<file path="src/hdl/psch_pkg.sv">
// Package for the priority scheduler: sizing constants, request/result
// structs and the sequencer state type. No dependencies.
package psch_pkg;

  localparam int MAX_PROCS     = 16;
  localparam int BURST_BITS    = 16;
  localparam int PRIORITY_BITS = 8;

  localparam int IDX_W  = $clog2(MAX_PROCS);
  localparam int CNT_W  = $clog2(MAX_PROCS + 1);
  localparam int ELAP_W = BURST_BITS + $clog2(MAX_PROCS) + 1;
  localparam int MEM_W  = BURST_BITS + PRIORITY_BITS;

  // Fixed field widths of the result.
  localparam int ID_W    = 4;
  localparam int BURST_W = 16;
  localparam int TIME_W  = 20;
  localparam int TOT_W   = 24;
  localparam int COUNT_W = 5;

  typedef struct packed {
    logic [15:0] burst_time;
    logic [7:0]  priority_req;
    logic        last_job;
  } job_req_t;

  typedef struct packed {
    logic [ID_W-1:0]    job_id;
    logic [BURST_W-1:0] job_burst;
    logic [TIME_W-1:0]  waiting_time;
    logic [TIME_W-1:0]  turnaround_time;
    logic [TOT_W-1:0]   total_waiting;
    logic [TOT_W-1:0]   total_turnaround;
    logic [COUNT_W-1:0] job_count;
    logic               overflow;
    logic               last_result;
  } job_res_t;

  typedef enum logic [1:0] {
    ST_LOAD,
    ST_SCAN,
    ST_EMIT
  } sched_state_t;

endpackage

</file>
<file path="src/hdl/priority_schedule_times.sv">
// Non-preemptive priority scheduler: loads jobs, then emits them by priority.
// After the last job, each result takes a full read pass of the job RAM,
//   a compare per word read, and an emit that waits while the output stalls.
// Throughput: one job per cycle while loading; jobs stall in scan and emit.
// Reset (rst, synchronous): empty job set, no overflow, output register empty.
// Depends on psch_pkg and psch_ram.
module priority_schedule_times (
  input  logic              clk,
  input  logic              rst,
  input  logic              job_valid,
  output logic              job_stall,
  input  psch_pkg::job_req_t job,
  output logic              res_valid,
  input  logic              res_stall,
  output psch_pkg::job_res_t res
);

  localparam int IDX_W  = psch_pkg::IDX_W;
  localparam int CNT_W  = psch_pkg::CNT_W;
  localparam int ELAP_W = psch_pkg::ELAP_W;
  localparam int BB     = psch_pkg::BURST_BITS;
  localparam int PB     = psch_pkg::PRIORITY_BITS;
  localparam int NP     = psch_pkg::MAX_PROCS;

  psch_pkg::sched_state_t state, state_next;

  // Load side: count of stored jobs and the overflow mark.
  logic [CNT_W-1:0] cnt;
  logic             ovf;
  logic             job_fire;
  logic             store_ok;

  // Scan side: read issue counter, registered read valid and index, best candidate.
  logic [CNT_W-1:0] scan_cnt;
  logic             rd_en;
  logic             rd_vld;
  logic [IDX_W-1:0] rd_idx;
  logic [psch_pkg::MEM_W-1:0] rd_data;
  logic [BB-1:0]    rd_burst;
  logic [PB-1:0]    rd_prio;
  logic             scan_last;
  logic             take;

  logic             best_vld;
  logic [IDX_W-1:0] best_idx;
  logic [BB-1:0]    best_burst;
  logic [PB-1:0]    best_prio;

  // Jobs already emitted in this schedule.
  logic [NP-1:0]    served;

  // Emit side: rank, running time and sums.
  logic [CNT_W-1:0]           rank;
  logic [ELAP_W-1:0]          elapsed;
  logic [psch_pkg::TOT_W-1:0] wsum;
  logic [psch_pkg::TOT_W-1:0] tsum;
  logic [ELAP_W-1:0]          tat;
  logic [psch_pkg::TOT_W-1:0] wsum_next;
  logic [psch_pkg::TOT_W-1:0] tsum_next;
  logic                       rank_last;
  logic                       out_free;
  logic                       emit_fire;
  psch_pkg::job_res_t         res_next;

  assign job_fire = job_valid && !job_stall;
  assign store_ok = cnt < CNT_W'(NP);

  // Jobs live in one RAM as {burst, priority}; the id is the address itself.
  psch_ram #(
    .WIDTH (psch_pkg::MEM_W),
    .DEPTH (NP)
  ) u_job_ram (
    .clk     (clk),
    .wr_en   (job_fire && store_ok),
    .wr_addr (cnt[IDX_W-1:0]),
    .wr_data ({BB'(job.burst_time), PB'(job.priority_req)}),
    .rd_en   (rd_en),
    .rd_addr (scan_cnt[IDX_W-1:0]),
    .rd_data (rd_data)
  );

  assign rd_burst  = rd_data[psch_pkg::MEM_W-1:PB];
  assign rd_prio   = rd_data[PB-1:0];
  assign scan_last = rd_vld && (CNT_W'(rd_idx) == cnt - 1'b1);

  // Strict compare over ascending addresses keeps ties in load order.
  assign take = rd_vld && !served[rd_idx] && (!best_vld || rd_prio < best_prio);

  assign out_free  = !res_valid || !res_stall;
  assign emit_fire = (state == psch_pkg::ST_EMIT) && out_free;
  assign rank_last = rank == cnt - 1'b1;

  // Next state.
  always_comb begin
    state_next = state;
    unique case (state)
      psch_pkg::ST_LOAD: begin
        if (job_fire && job.last_job) begin
          state_next = psch_pkg::ST_SCAN;
        end
      end
      psch_pkg::ST_SCAN: begin
        if (scan_last) begin
          state_next = psch_pkg::ST_EMIT;
        end
      end
      psch_pkg::ST_EMIT: begin
        if (out_free) begin
          state_next = rank_last ? psch_pkg::ST_LOAD : psch_pkg::ST_SCAN;
        end
      end
      default: state_next = psch_pkg::ST_LOAD;
    endcase
  end

  // Handshake and read issue per state.
  always_comb begin
    job_stall = 1'b1;
    rd_en     = 1'b0;
    unique case (state)
      psch_pkg::ST_LOAD: job_stall = 1'b0;
      psch_pkg::ST_SCAN: rd_en = scan_cnt < cnt;
      psch_pkg::ST_EMIT: rd_en = 1'b0;
      default: job_stall = 1'b1;
    endcase
  end

  // Result of the current best job.
  always_comb begin
    tat       = elapsed + ELAP_W'(best_burst);
    wsum_next = wsum + psch_pkg::TOT_W'(elapsed);
    tsum_next = tsum + psch_pkg::TOT_W'(tat);
    res_next.job_id           = psch_pkg::ID_W'(best_idx);
    res_next.job_burst        = psch_pkg::BURST_W'(best_burst);
    res_next.waiting_time     = psch_pkg::TIME_W'(elapsed);
    res_next.turnaround_time  = psch_pkg::TIME_W'(tat);
    res_next.total_waiting    = rank_last ? wsum_next : '0;
    res_next.total_turnaround = rank_last ? tsum_next : '0;
    res_next.job_count        = psch_pkg::COUNT_W'(cnt);
    res_next.overflow         = ovf;
    res_next.last_result      = rank_last;
  end

  // Control registers.
  always_ff @(posedge clk) begin
    if (rst) begin
      state     <= psch_pkg::ST_LOAD;
      cnt       <= '0;
      ovf       <= 1'b0;
      scan_cnt  <= '0;
      rd_vld    <= 1'b0;
      best_vld  <= 1'b0;
      served    <= '0;
      rank      <= '0;
      elapsed   <= '0;
      wsum      <= '0;
      tsum      <= '0;
      res_valid <= 1'b0;
    end else begin
      state  <= state_next;
      rd_vld <= rd_en;

      // Load: store the job or mark it dropped.
      if (job_fire) begin
        if (store_ok) begin
          cnt <= cnt + 1'b1;
        end else begin
          ovf <= 1'b1;
        end
      end

      // Scan: advance the read address, track the best candidate.
      if (rd_en) begin
        scan_cnt <= scan_cnt + 1'b1;
      end
      if (take) begin
        best_vld <= 1'b1;
      end

      // Emit: retire the best job and restart the scan, or finish the set.
      if (emit_fire) begin
        scan_cnt <= '0;
        best_vld <= 1'b0;
        if (rank_last) begin
          cnt     <= '0;
          ovf     <= 1'b0;
          served  <= '0;
          rank    <= '0;
          elapsed <= '0;
          wsum    <= '0;
          tsum    <= '0;
        end else begin
          served[best_idx] <= 1'b1;
          rank    <= rank + 1'b1;
          elapsed <= tat;
          wsum    <= wsum_next;
          tsum    <= tsum_next;
        end
      end

      // Output register: hold while stalled, drop once taken.
      if (emit_fire) begin
        res_valid <= 1'b1;
      end else if (!res_stall) begin
        res_valid <= 1'b0;
      end
    end
  end

  // Payload registers.
  always_ff @(posedge clk) begin
    if (rd_en) begin
      rd_idx <= scan_cnt[IDX_W-1:0];
    end
    if (take) begin
      best_idx   <= rd_idx;
      best_burst <= rd_burst;
      best_prio  <= rd_prio;
    end
    if (emit_fire) begin
      res <= res_next;
    end
  end

endmodule

</file>
<file path="src/hdl/psch_ram.sv">
// Generic single-port-write, single-port-read RAM with registered read data.
// No dependencies.
module psch_ram #(
  parameter int WIDTH = 8,
  parameter int DEPTH = 16
) (
  input  logic                     clk,
  input  logic                     wr_en,
  input  logic [$clog2(DEPTH)-1:0] wr_addr,
  input  logic [WIDTH-1:0]         wr_data,
  input  logic                     rd_en,
  input  logic [$clog2(DEPTH)-1:0] rd_addr,
  output logic [WIDTH-1:0]         rd_data
);

  logic [WIDTH-1:0] mem [DEPTH];

  always_ff @(posedge clk) begin
    if (wr_en) begin
      mem[wr_addr] <= wr_data;
    end
    if (rd_en) begin
      rd_data <= mem[rd_addr];
    end
  end

endmodule

</file>
<file path="config.mk">
export PLATFORM = sky130hd
export DESIGN_NAME = priority_schedule_times
export DESIGN_NICKNAME = d
export VERILOG_FILES = /design/src/hdl/psch_pkg.sv /design/src/hdl/priority_schedule_times.sv /design/src/hdl/psch_ram.sv
export SDC_FILE = /design/constraint.sdc
export NUM_CORES = 1
export LEC_CHECK = 0
export BUFFER_PORTS_ARGS = -buffer_cell sky130_fd_sc_hd__buf_2
export CORE_MARGIN = 3
export CORE_UTILIZATION = 45
export CTS_CLUSTER_SIZE = 40
export DETAILED_ROUTE_END_ITERATION = 16
export GPL_TIMING_DRIVEN = 0
export PLACE_DENSITY = 0.65
export SKIP_LAST_GASP = 1
export SYNTH_ARGS = -nofsm -noshare
export SYNTH_HDL_FRONTEND = slang
export SYNTH_SLANG_ARGS = --single-unit
</file>
<file path="constraint.sdc">
create_clock -name clk -period 4.89 [get_ports clk]
set_input_delay 0.489 -clock clk [delete_from_list [all_inputs] [get_ports clk]]
set_output_delay 0.489 -clock clk [all_outputs]
set_load 0.01 [all_outputs]
</file>
# After elaboration in Yosys (flattened, before gate mapping)
# Memories as Yosys holds them, arrays and structs flattened. A register that Yosys moved wholly into a read port is not among the register bits.
# Cells that the tools add are included.
dict set report word_totals {
  regBits 253
  ram_bits 384
  word_cells 93
  memories 1
  out_inout_bits 117
}
# name depth width rd rd_clocked_by_memory_dff write_ports line_no
set memory_table {}
lappend memory_table {u_job_ram.mem 16 24 1 1 1 psch_ram.sv:16} ;# logic [WIDTH-1:0] mem [DEPTH];
dict set report op_classes {
  n_eq_ne 8
  n_mux 28
  n_lt_le_gt_ge 6
  bitwise 1
  reduce_logical 17
  add_sub_neg 7
}
# op n
set ops {}
lappend ops {{adder 24 x 21 -> 24 bit} 2}
lappend ops {{two-way mux 24 bit} 2}
lappend ops {{two-way mux 5 bit} 5}
lappend ops {{adder 21 x 16 -> 21 bit} 1}
lappend ops {{two-way mux 21 bit} 1}
lappend ops {{two-way mux 16 bit} 1}
lappend ops {{bitwise OR 16 bit} 1}
lappend ops {{adder 5 x 1 -> 5 bit (second input constant)} 3}
lappend ops {{two-way mux 1 bit} 13}
lappend ops {{< comparator 4 x 5 -> 1 bit (second input constant)} 2}
lappend ops {{logical AND 1 bit} 8}
lappend ops {{< comparator 8 bit} 1}
lappend ops {{two-way mux 2 bit} 3}
lappend ops {{one-hot mux 2 bit (3 select lines)} 1}
lappend ops {{equality test 4 x 5 -> 1 bit} 1}
lappend ops {{equality test 5 bit} 1}
lappend ops {{< comparator 5 bit} 1}
lappend ops {{< comparator 5 bit (second input constant)} 1}
lappend ops {{subtractor 5 x 1 -> 5 bit (second input constant)} 1}
lappend ops {{binary-select mux 1 bit (select 4 bit)} 1}
lappend ops {{demux 1 bit (select 4 bit)} 1}
lappend ops {{>= comparator 4 x 1 -> 1 bit (second input constant)} 1}
lappend ops {{logical NOT 1 bit} 4}
lappend ops {{!= test 2 x 1 -> 1 bit (second input constant)} 2}
lappend ops {{other kinds (7)} 9}

# Depth between registers and ports, before layout
# Gate-level depths: netlist (run 1).
dict set report depth {
  word_depth 6
  depth_mapped 18
  depth_no_buf 18
}

# By module
# A second synthesis (run 1) with hierarchy kept.
dict set report hier_totals {
  hier_cells 1718
  area_unflattened_um2 27048.4
}
# mod area_each_um2 seq_area_each_um2 cells_each n_inst
set modules_own_cells {}
lappend modules_own_cells {psch_ram 15170.8 12251.8 636 1}
lappend modules_own_cells {priority_schedule_times 11877.6 6536.3 1082 1}

# Worst setup path before layout (run 1)
# OpenSTA, ideal clock, no wires.
dict set report synth_timing {
  path_type {input port to flip-flop}
  startpoint {in res_stall}
  endpoint {reg tsum[23] in the netlist's numbering}
  setup_time_ns 0.119
  path_buffers 1
  setup_slack_ns -0.290
  stages 6
  arrival_time_ns 5.062
  t_required_ns 4.771
  cell_sequence {nand2_1 -> nand2b_1 -> inv_1 -> clkbuf_1 -> o21ai_0 -> a32o_1}
}
dict set report synth_between {
  elab_chain_len 3
}
# item line_no
set synth_lines {}
lappend synth_lines {{from (decl)} priority_schedule_times.sv:14} ;# input logic res_stall,
lappend synth_lines {{logical NOT 1 bit} --}
lappend synth_lines {{logical OR 1 bit} priority_schedule_times.sv:89} ;# assign out_free = !res_valid || !res_stall;
lappend synth_lines {{logical AND 1 bit} priority_schedule_times.sv:90} ;# assign emit_fire = (state == psch_pkg::ST_EMIT) && out_free;
lappend synth_lines {{net emit_fire} priority_schedule_times.sv:62} ;# logic emit_fire;
lappend synth_lines {{to (signal assigned)} priority_schedule_times.sv:197} ;# tsum <= tsum_next;
lappend synth_lines {{to (decl)} priority_schedule_times.sv:56} ;# logic [psch_pkg::TOT_W-1:0] tsum;
# The timed path passes the listed nets, and every way through them passes these cells.
# A chain may end at the register's enable or synchronous reset.

==> results of run 1 <==
## per-layer routing
layer,global-route usage,vias to the layer above
met3,0.0409,142
met1,0.270,7972
met5,0,-
met4,0.0786,4
met2,0.342,533
li1,-,7102
## layout make-up
class	instances	area (µm²)	area share
Antenna cell	1	2.50	0.0000788
Inverter	47	181	0.00571
Sequential cell	661	18800	0.592
Clock buffer	86	1860	0.0587
Tap cell	773	967	0.0305
Buffer	67	339	0.0107
Timing Repair Buffer	162	1030	0.0323
Multi-Input combinational cell	915	8220	0.259
Clock inverter	36	374	0.0118
## final timing paths
path,end,startpoint,cells after the start,slack (ns)
worst max register to register,tsum[23]$_SDFFE_PP0P_,best_burst[0]$_DFFE_PP_,17,0.28
worst max-delay path,tsum[23]$_SDFFE_PP0P_,best_burst[0]$_DFFE_PP_,17,0.28
worst min-delay path,state[0]$_SDFFE_PP0P_,job[0],3,0.17
worst min register to register,best_burst[3]$_DFFE_PP_,u_job_ram.rd_data[11]$_DFFE_PP_,0,0.41
## sequential cells by signal (all words and copies together) (netlist names)
| name | count |
|---|---|
| best_burst | 16 |
| best_idx | 4 |
| best_prio | 8 |
| best_vld | 1 |
| cnt | 5 |
| elapsed | 21 |
| ovf | 1 |
| rank | 5 |
| rd_idx | 4 |
| rd_vld | 1 |
| res | 115 |
| res_valid | 1 |
| scan_cnt | 5 |
| served | 16 |
| state | 2 |
| tsum | 24 |
| u_job_ram.mem | 384 |
| u_job_ram.rd_data | 24 |
| wsum | 24 |
## synth_stat cells, drive strengths merged (12+ instances only)
cell type	number
ha	79
a31oi	17
nand3	15
nand2	90
o21ai	75
edfxtp	555
clkbuf	34
a21oi	77
nand2b	12
nor2	109
nor3	25
xnor2	45
and2	26
buf	33
mux4	125
inv	47
xor2	27
nand4	15
a21o	28
a211oi	15
dfxtp	106
a22o	24
## where the power goes
group	switching (mW)	internal (mW)	total [mW]
sequential	0.0225	6.15	6.17
clock	2.13	3.07	5.21
combinational	0.232	0.153	0.385
total	2.39	9.38	11.8
## timing repair
item	in CTS	in global routing
setup endpoints to repair	0	6
resized for setup	0	5
endpoints found under the hold margin	0	0
## logic make-up (layout without fill, tap and decap cells)
group	count (synthesis)	after routing	share of synthesized area
compound gates	304	304	0.0734
mux	126	126	0.103
other cells	0	1	0
simple gates	330	330	0.0576
fa+ha+maj	82	82	0.0382
xor+xnor	73	73	0.0238
buf+inv	114	398	0.0186
flops	661	661	0.685
## worst register-to-register path, stage by stage, from the launching register on
cell,delay (ns)
edfxtp_1,0.45
ha_1,0.34
inv_1,0.09
fa_1,0.41
nor2b_1,0.14
o21a_1,0.16
o21ai_0,0.09
a21oi_1,0.23
o2111ai_2,0.32
a21oi_1,0.29
xor2_1,0.37
ha_1,0.31
and3_1,0.24
nand2_1,0.10
nand4bb_1,0.22
a31oi_2,0.33
o21ai_0,0.13
a32o_1,0.28
==> results.yml, run 1 <==
min_path:
  hold_class: "input pin to flip-flop"
route:
  drt-total-wl_um: 64900
  wl_met1_um: 26600
  ant_nets: 0
  routed.top_layer: "met5"
  met3_length_um: 4120
  wl_per_cell_um: 23.6
  drc_errors: 0
  dr.first_iter.drc_count: 1387
  first_pass_iters: 5
  vias_per_cell: 5.73
  vias: 15800
  met2WireLength_um: 31600
sta:
  fin_skew_ns: 0.0198
  slew_headroom: 0.239
  fmax_ghz: 0.217
  rsz0062_at_grt: "false"
  setup_violations: 0
  finalCritPeriodShare: 0.943
  fin_hold_ws_ns: 0.172
  tns_ns: 0
  tightest_slew_ns: 1.14
  finalMaxSlewViolations: 0
  setup_ws_ns: 0.278
  hold_viol: 0
  min_period_ns: 4.61
grt:
  groute.usage.overall: 0.206
  grt_max_degree: 68
  grt_pass1_wl_um: 97700
  grt-ovfl-total: 0
  grt_antenna_before_repair: 4
  grt_pass1_vias: 15900
pwr:
  p_total_mw: 11.8
  power.density_nw_per_um2: 370
  ir_drop_uv: 310
  p_leak_nw: 10.8
logic_synthesis:
  synth_area_leaders: "edfxtp_1 61%, mux4_2 10%, dfxtp_1 7.7%"
  synth_area_um2: 27400
  synth_area_per_cell_um2: 16.2
  async_flop_share: 0
  synth_top_area_share: 0.608
  synth_cells: 1690
  synth_edf_count: 555
  syn_nets: 1801
  ys_dominant_reg_cell: "edfxtp_1"
  synth_area_leader_cell: "edfxtp_1"
  ys_types: 75
  yosysWarnings: 0
  synth_seq_area_share: 0.685
  ys_ff_latch: 661
clock_network:
  clk_pin_slew_ns: 0.06
  cts_setup_buffers: 0
  cts_tree: "yes"
  numCtsBuffers: 69
  htreeDepth: 3
  root_buffer: "clkbuf_16"
  clock_latency_ns: 0.61
  cts.sinks: 661
  clock_path_buffers: 3
  hold_buffers: 0
critical_path:
  cp_max_fo: 9
  crit_family: "compound AO/OA/AOI/OAI gates"
  critPathArrivalTime_ns: 5.10
  cp-start-kind: "flip-flop"
  path_class: "flip-flop to flip-flop"
  cpPeakStageDelay_ns: 0.45
  required_ns: 5.38
  worstPathBufferInverterCount: 1
  cp_cell_sequence: "ha_1 > inv_1 > fa_1 > nor2b_1 > o21a_1 > o21ai_0 > a21oi_1 > o2111ai_2 > a21oi_1 > xor2_1 > ha_1 > and3_1 > nand2_1 > nand4bb_1 > a31oi_2 > o21ai_0 > a32o_1"
  worst_setup_path_end_kind: "flip-flop"
  cpMaxStageDelayCell: "edfxtp_1"
final_layout:
  final_common_cell: "edfxtp_1"
  final_nets: 2034
  fin_cells: 2748
  area_delta_synth_final_pct: 15.8
  fin_util: 0.532
  drive_above_1_share: 0.232
  final_cell_mix: "555 x edfxtp_1, 164 x buf_2, 125 x mux4_2"
  design_area_um2: 31800
  fillers: 4778
floorplan:
  dieArea_um2: 63900
  start_util: 0.459
  die_w_um: 253
  pin_count: 146
  fp.dieH_um: 253
  num_rows: 89
  core_um2: 59700
run:
  maxCapViolations: 0
placement:
  port_buffers: 144
  gp_congestion: 0.868
  place_inst: 2624
  pre_cts_slack_ns: 0.0953
  dpl.hpwl_um: 44000
  placed_area_um2: 29500
run_status:
  outcome: "finished clean"
No activity file was read; power rests on OpenSTA's default activity.
==> inputs of run 2 (changes only) <==
ABC_AREA = 0   (was unset)
CORE_ASPECT_RATIO = 0.8   (was unset)
==> results.yml, run 2 (same netlist as run 1, synthesis figures left out) <==
route:
  first_pass_iters: 7
  vias: 15500
  ant_nets: 0
  wl_per_cell_um: 23.2
  dr.first_iter.drc_count: 1299
  drt-total-wl_um: 63900
  drc_errors: 0
  vias_per_cell: 5.64
placement:
  placed_area_um2: 29400
  place_inst: 2627
  gp_congestion: 0.901
  dpl.hpwl_um: 43200
  port_buffers: 144
floorplan:
  core_um2: 60000
  die_w_um: 282
  dieArea_um2: 63900
  num_rows: 80
  start_util: 0.457
  pin_count: 146
  fp.dieH_um: 227
critical_path:
  required_ns: 5.22
  path_class: "flip-flop to flip-flop"
  critPathArrivalTime_ns: 5.01
  cp_max_fo: 9
  cp-start-kind: "flip-flop"
  worst_setup_path_end_kind: "flip-flop"
pwr:
  ir_drop_uv: 341
  p_leak_nw: 10.8
  power.density_nw_per_um2: 374
run_status:
  outcome: "finished clean"
final_layout:
  largest-register: "u_job_ram.mem"
  design_area_um2: 31800
  fillers: 4798
  fin_cells: 2752
  largest_reg_flops: 384
  final_nets: 2028
  final_cell_mix: "555 x edfxtp_1, 164 x buf_2, 125 x mux4_2"
  reg_top3: "u_job_ram.mem: 384 flops, res: 115 flops"
  fin_util: 0.530
  drive_above_1_share: 0.237
  area_delta_synth_final_pct: 15.9
  final_common_cell: "edfxtp_1"
sta:
  min_period_ns: 4.68
  fmax_ghz: 0.214
  finalCritPeriodShare: 0.957
  setup_violations: 0
  finalMaxSlewViolations: 0
  fin_skew_ns: 0.0285
  hold_viol: 0
  tightest_slew_ns: 1.17
  slew_headroom: 0.218
clock_network:
  numCtsBuffers: 67
  root_buffer: "clkbuf_16"
  clock_latency_ns: 0.62
  clk_pin_slew_ns: 0.06
  clock_path_buffers: 3
  cts.sinks: 661
  hold_buffers: 0
  cts_tree: "yes"
  htreeDepth: 3
grt:
  grt_pass1_vias: 15600
  groute.usage.overall: 0.202
  grt-ovfl-total: 0
  grt_antenna_before_repair: 6
  grt_pass1_wl_um: 95700
  grt_max_degree: 81
run:
  maxCapViolations: 0
min_path:
  hold_class: "input pin to flip-flop"
run 2: routing by layer:
metal  routed length [µm]  vias to the layer above  GRT usage  share of wire
met5                   53                        -          0        0.00083
met1                27200                     7796      0.275           0.43
met2                30400                      536      0.324           0.48
met4                 1990                        8     0.0712          0.031
met3                 4220                      111     0.0441          0.066
li1                     -                     7081          -              -
run 2: final timing paths:
kind | slack [ns] | depth (start not counted) | end | start
worst min-delay path | 0.17 | 3 | state[0]$_SDFFE_PP0P_ | job[0]
worst min register to register | 0.42 | 0 | best_burst[11]$_DFFE_PP_ | u_job_ram.rd_data[19]$_DFFE_PP_
worst max-delay path | 0.21 | 16 | res[30]$_SDFFCE_PN0P_ | elapsed[11]$_SDFFE_PP0P_
worst max register to register | 0.21 | 16 | res[30]$_SDFFCE_PN0P_ | elapsed[11]$_SDFFE_PP0P_
run 2: cell type report:
class | instances | area [µm²] | area share
timing repair buffer | 158 | 938 | 0.0295
buffer | 67 | 339 | 0.0107
clock inverter | 44 | 515 | 0.0162
inverter | 47 | 181 | 0.00571
antenna | 1 | 2.50 | 0.0000787
clock buffer | 80 | 1820 | 0.0572
sequential | 661 | 18800 | 0.591
multi-input combinational | 915 | 8220 | 0.259
tap | 779 | 975 | 0.0307
run 2: power breakdown:
part | internal (mW) | switching, mW | total [mW]
Combinational | 0.151 | 0.226 | 0.377
Clock | 3.13 | 2.22 | 5.35
Sequential | 6.15 | 0.0232 | 6.17
Total | 9.43 | 2.47 | 11.9
run 2: metrics by stage:
step	setup WS (ns)	hold slack [ns]	power [mW]	setup TNS, ns
finish	0.209	0.173	11.9	0
global placement	-0.924	0.403	6.66	-92.52
global route	-0.0314	0.163	12.3	-0.0314
CTS	0.0630	0.150	12.0	0
detailed placement	0.110	0.407	6.67	0
floorplan	1.15	0.400	6.52	0
run 2: worst max-delay path, stage by stage (launching register included):
cell      delay [ns]
dfxtp_1         0.49
ha_1            0.35
a21o_1          0.24
a21oi_1         0.16
o21bai_1        0.12
a21o_1          0.19
a21oi_1         0.68
nand2_1         0.16
xnor2_1         0.45
ha_1            0.37
a21o_1          0.20
a21oi_1         0.18
o21ai_0         0.13
a21oi_1         0.20
a31oi_2         0.16
xnor2_1         0.24
nor2_1          0.08
run 2: what timing repair did:
| item | in CTS | in global routing |
|---|---|---|
| buffers inserted | 0 | 0 |
| setup endpoints to repair | 0 | 7 |
| gates resized for setup | 0 | 5 |
